===== config.mk =====
export PLATFORM = sky130hd
export DESIGN_NAME = gtf_ctrl
export DESIGN_NICKNAME = d
export VERILOG_FILES = /design/src/rtl/gtf_pkg.sv /design/src/rtl/gtf_ctrl.sv
export SDC_FILE = /design/constraint.sdc
export NUM_CORES = 1
export LEC_CHECK = 0
export ABC_CLOCK_PERIOD_IN_PS = 1300
export BUFFER_PORTS_ARGS = -buffer_cell sky130_fd_sc_hd__buf_2
export CAP_MARGIN = 20
export CORE_AREA = 2 2 39 41
export CTS_BUF_LIST = sky130_fd_sc_hd__clkbuf_16
export DETAILED_ROUTE_END_ITERATION = 12
export DIE_AREA = 0 0 41 43
export SLEW_MARGIN = 20
export SYNTH_ARGS = -nofsm -noshare
export SYNTH_HDL_FRONTEND = slang
export SYNTH_SLANG_ARGS = --single-unit
export TNS_END_PERCENT = 10

===== constraint.sdc =====
create_clock -name clk -period 1.3 [get_ports clk]
set_clock_uncertainty 0.2 [all_clocks]
set_input_delay 0.065 -clock clk [delete_from_list [all_inputs] [get_ports clk]]
set_output_delay 0.065 -clock clk [all_outputs]
set_load 0.05 [all_outputs]

===== src/rtl/gtf_pkg.sv =====
// gtf_pkg: shared types, codes and default sizes of the team queue.
// Used by the controller, the datapath, the top level and the checker.
// No dependencies.
`timescale 1ns / 1ps
`default_nettype none

package gtf_pkg;

	// default sizes, handed to the top level parameters
	localparam int TEAMS_DEF        = 256;
	localparam int TEAM_DEPTH_DEF   = 256;
	localparam int ELEMENT_BITS_DEF = 24;

	// fixed widths of the request and result fields
	localparam int ELEM_W   = 24;
	localparam int TEAM_W   = 8;
	localparam int STATUS_W = 2;

	// request operation codes
	typedef enum logic {
		KIND_ENQ = 1'b0,
		KIND_DEQ = 1'b1
	} kind_t;

	// result status codes
	typedef enum logic [STATUS_W-1:0] {
		ST_OK    = 2'd0,
		ST_EMPTY = 2'd1,
		ST_FULL  = 2'd2
	} status_t;

	// which result the output register takes
	typedef enum logic [1:0] {
		OUT_OK,
		OUT_EMPTY,
		OUT_FULL,
		OUT_DATA
	} out_sel_t;

	// controller to datapath commands
	typedef struct packed {
		logic     clear_step;
		logic     capture;
		logic     ord_rd;
		logic     team_rd_ord;
		logic     enq_commit;
		logic     deq_commit;
		logic     out_load;
		out_sel_t out_sel;
	} cmd_t;

	// datapath to controller status
	typedef struct packed {
		logic clear_last;
		logic order_empty;
		logic team_full;
		logic out_free;
	} sts_t;

endpackage

`default_nettype wire


===== src/rtl/gtf_ctrl.sv =====
// gtf_ctrl: sequencing state machine of the team queue.
// Issues commands to gtf_dp and reads its status; uses gtf_pkg.
`timescale 1ns / 1ps
`default_nettype none

module gtf_ctrl
	import gtf_pkg::*;
(
	input  wire logic clk,
	input  wire logic arst_n,
	input  wire logic req_valid,
	output logic      req_stall,
	input  wire logic kind,
	input  wire sts_t sts,
	output cmd_t      cmd
);

	typedef enum logic [2:0] {
		S_CLEAR,
		S_IDLE,
		S_EQ_TEAM,
		S_DQ_ORD,
		S_DQ_TEAM,
		S_DQ_ELEM,
		S_DQ_NONE
	} state_t;

	state_t state_q;
	state_t state_d;

	// requests are taken only between operations
	assign req_stall = (state_q != S_IDLE);

	// next state and commands
	always_comb begin
		state_d = state_q;
		cmd     = '0;
		unique case (state_q)
			S_CLEAR: begin
				cmd.clear_step = 1'b1;
				if (sts.clear_last) begin
					state_d = S_IDLE;
				end
			end
			S_IDLE: begin
				if (req_valid) begin
					unique case (kind_t'(kind))
						KIND_ENQ: begin
							cmd.capture = 1'b1;
							state_d     = S_EQ_TEAM;
						end
						KIND_DEQ: begin
							if (sts.order_empty) begin
								state_d = S_DQ_NONE;
							end else begin
								cmd.ord_rd = 1'b1;
								state_d    = S_DQ_ORD;
							end
						end
					endcase
				end
			end
			S_EQ_TEAM: begin
				if (sts.out_free) begin
					cmd.out_load = 1'b1;
					if (sts.team_full) begin
						cmd.out_sel = OUT_FULL;
					end else begin
						cmd.enq_commit = 1'b1;
						cmd.out_sel    = OUT_OK;
					end
					state_d = S_IDLE;
				end
			end
			S_DQ_ORD: begin
				cmd.team_rd_ord = 1'b1;
				state_d         = S_DQ_TEAM;
			end
			S_DQ_TEAM: begin
				cmd.deq_commit = 1'b1;
				state_d        = S_DQ_ELEM;
			end
			S_DQ_ELEM: begin
				if (sts.out_free) begin
					cmd.out_load = 1'b1;
					cmd.out_sel  = OUT_DATA;
					state_d      = S_IDLE;
				end
			end
			S_DQ_NONE: begin
				if (sts.out_free) begin
					cmd.out_load = 1'b1;
					cmd.out_sel  = OUT_EMPTY;
					state_d      = S_IDLE;
				end
			end
			default: begin
				state_d = S_IDLE;
			end
		endcase
	end

	// state register
	always_ff @(posedge clk or negedge arst_n) begin
		if (!arst_n) begin
			state_q <= S_CLEAR;
		end else begin
			state_q <= state_d;
		end
	end

endmodule

`default_nettype wire


Word-level counts from Yosys, hierarchy flattened
Index checks and enable logic that the tools add are counted.
- output and inout bits: 10
- memory bits (read-only): 0
- bits in writable memories: 0
- flip-flop bits (word level): 3
- logic and storage cells: 37
- input bits: 8
- latch bits: 0
- memories kept: 0
- $mul: 0
- shift operators: 0
- div/mod/pow operators: 0
- $add $sub $neg: 0
- equality and inequality tests: 10
- bitwise gates (word level): 1
- order comparisons: 0
- reductions and logical operators: 3
- muxes and demuxes: 22
- operators with widths (cell ; count):
    $mux 3 ; 7
    $pmux 3 s5 ; 1
    $eq 3x3->1 const B ; 3
    $mux 1 ; 9
    $pmux 3 s3 ; 1
    $eq 3x2->1 const B ; 2
    $mux 2 ; 3
    $pmux 3 s2 ; 1
    $ne 2x2->1 const B ; 2
    $eq 3x1->1 const B ; 1
    $logic_not 3->1 ; 1
    $ne 3x1->1 const B ; 1
    $reduce_and 3->1 ; 1
    $reduce_or 3->1 ; 1
    $ne 2x1->1 const B ; 1
    $not 1->1 ; 1

Longest topological paths before layout
- depth after elaboration: 4
- mapped depth: 4
- depth with buffers taken out: 3

Worst setup path before layout
OpenSTA, ideal clock, no wires.
- path kind: register to output
- start: register state_q[0]
- end: output cmd[4] (netlist name)
- stages on the path, launching flop included: 3
- data required time: 1035 ps
- setup slack: -1170 ps
- arrival time: 2205 ps
- cell sequence: dfrtp_1 > nand2b_4 > nor4b_1
- RTL lines (item ; RTL line ; text):
    from (decl) ; gtf_ctrl.sv:28 ; state_t state_q;
    from (signal assigned) ; gtf_ctrl.sv:108 ; state_q <= state_d;
    to (decl) ; gtf_ctrl.sv:15 ; output cmd_t cmd

==> metrics <==
status finished with violations; failing checks setup timing; crit path max fanout 4; clock latency on the worst-skew pair 0.23 ns; cell count after synthesis 38; Crit. Startpoint state_q[0]; Die Y ~43 um; initial antenna violation count 0; fraction of registers with async set/reset 1.00; antenna-violating nets left 0; Worst Hold Launch req_valid; Ports 18; Finished Layout Cells 87; ant diodes 0; average wire per cell in the routed design between 10 and 15 um; slew margin rel. 0.882; vias in the first global route 395; power density over the cells 2750 nW/um^2; total gr overflow 0; vias just under 400; wirelength, routed 957 um; clk buf depth 2; Slew Viols, Final 0; worst hold path depth 3; number of synthesized flops with an enable pin 0; H-tree levels 1; # DRC 0; fin crit share 1.18; Root Driver clkbuf_16; Post-Syn Area around 300 um^2; 1st-iter DRT viols 3; final setup vio count 12; RSZ-0062 raised after global routing true; Arrival @ worst endpoint 1.27 ns; CP Capture Type primary output; worst slack at placement -0.136 ns; syn nets 46; total core area roughly 1400 um^2; Static Leak 0.000325 uW; CTS Buf Count 3; max reg flops 3; Worst-path clk slew roughly 0.030 ns; RR Startpoint state_q[0]; largest registers state_q x3; DR pass1 iterations 4; Die ar. 1760 um^2; clock sink count 3; Min Clock Period, post-route 1.53 ns; CP required 1.03 ns; Total Routing Usage GR 0.131; kind of critical path reg -> out; Fin. Hold Viols 0; Worst VDD drop 0.000984 V; nets 80; area delta synth->final 139%; vias per cell 4.55; ys flop type dfrtp_1; fmax 653 MHz; share of cells above drive strength 1 0.577; Yosys reg bits 3; Initial Utilization 0.214; MaxCap Viol Count 0; sequential share of the synthesized area 0.253; post-synth cell types 21; Port Buffers 17; worst min-delay path class in -> reg; Worst Slack Setup Final -0.231 ns; average cell area after synthesis just under 8 um^2; RD Place Congestion between 0.7 and 0.8; pin count of the biggest net entering global routing 8; Placed Cells 76; num rows 14; DIE WIDTH 41 um; Largest Register state_q; first-pass GRT wire length 1510 um; Post-DP HPWL 640 um; worst-margin pin slew 0.172 ns; crit path launch type register; Ys Warns 0; depth of the most critical reg-to-reg path 5; CTS tree yes
==> layer usage <==
layer	GRT usage	routed length, um	up-vias
li1	-	-	201
met1	0.148	390	178
met2	0.197	485	14
met3	0.0314	57	3
met4	0.100	24	0
met5	0	0	-
==> layout by cell type, fill, tap and decap left out, types with 2 or more instances in the layout <==
cell,count
buf_6,11
buf_4,8
buf_2,7
dlygate4sd3_1,6
nand2_1,5
o21ai_0,3
clkbuf_16,3
dfrtp_1,3
inv_1,2
nor2_2,2
nor2_4,2
a21oi_1,2
==> metrics by stage <==
stage / hold WS (ns) / power [uW] / util / TNS [ns] / instance area [um^2]
2_1_floorplan: -0.431 / 1020 / - / -0.874 / 355
3_3_place_gp: -0.336 / 1260 / 0.350 / -0.452 / 484
3_5_place_dp: -0.338 / 1260 / 0.350 / -0.524 / 484
4_1_cts: 0.00650 / 1930 / 0.503 / -1.91 / 696
5_1_grt: 0.0462 / 2060 / 0.513 / -2.58 / 709
6_report: 0.0110 / 1950 / 0.513 / -1.73 / 709
==> power by group <==
| group | leakage, uW | internal, uW | total (uW) | switching [uW] |
|---|---|---|---|---|
| registers | 0.0000357 | 138 | 185 | 46.7 |
| clock network | 0.0000423 | 397 | 485 | 88.2 |
| logic | 0.000247 | 535 | 1280 | 747 |
| total | 0.000325 | 1070 | 1950 | 882 |
==> path summary, 6_finish.rpt <==
path	to	slack, ns
worst max-delay path	cmd[1]	-0.23
worst min-delay path	state_q[0]	0.01
worst max register to register	state_q[0]	-0.06
worst min register to register	state_q[0]	0.49
max in group asynchronous	state_q[0]	0.24
min in group asynchronous	state_q[2]	0.52
==> worst max-delay path: stages, from the launching register on <==
cell and delay (ns):
dfrtp_1 0.40, nand2b_4 0.18, nor3b_2 0.16, o21a_1 0.14
buf_6 0.15
==> logic make-up after synthesis <==
| kind of cell | share of synthesized area |
|---|---|
| flip-flops | 0.253 |
| buffers and inverters | 0.135 |
| multiplexers | 0.0338 |
| AND/OR/NAND/NOR | 0.401 |
| AO/OA/AOI/OAI | 0.177 |
==> synthesized netlist by cell type (all sizes together) (2+ instances only) <==
| cell type | instances | area, um^2 |
|---|---|---|
| nor3 | 2 | 15.0 |
| nor2 | 5 | 18.8 |
| a21oi | 3 | 15.0 |
| dfrtp | 3 | 75.1 |
| buf | 2 | 22.5 |
| nand2b | 2 | 20.0 |
| nand2 | 5 | 18.8 |
| o21ai | 3 | 15.0 |
| nand3 | 2 | 10.0 |
| nor3b | 2 | 15.0 |
==> cell type report <==
type	count	area (um^2)
inverters	1	3.75
fillers	133	674
repair buffers	32	279
well taps	16	20.0
clock buffers	3	75.1
multi-input cells	31	253
clock inverters	1	3.75
flip-flops and latches	3	75.1
==> what timing repair did <==
action | CTS | global route
endpoints found under the setup margin | 11 | 12
resized for setup | 20 | 4
hold buffers | 6 | 0
endpoints found under the hold margin | 5 | 0
cloned | 0 | 0
pin swaps | 3 | 1
buffers inserted | 1 | 0
Note: power is estimated with default switching activity, not from simulation.
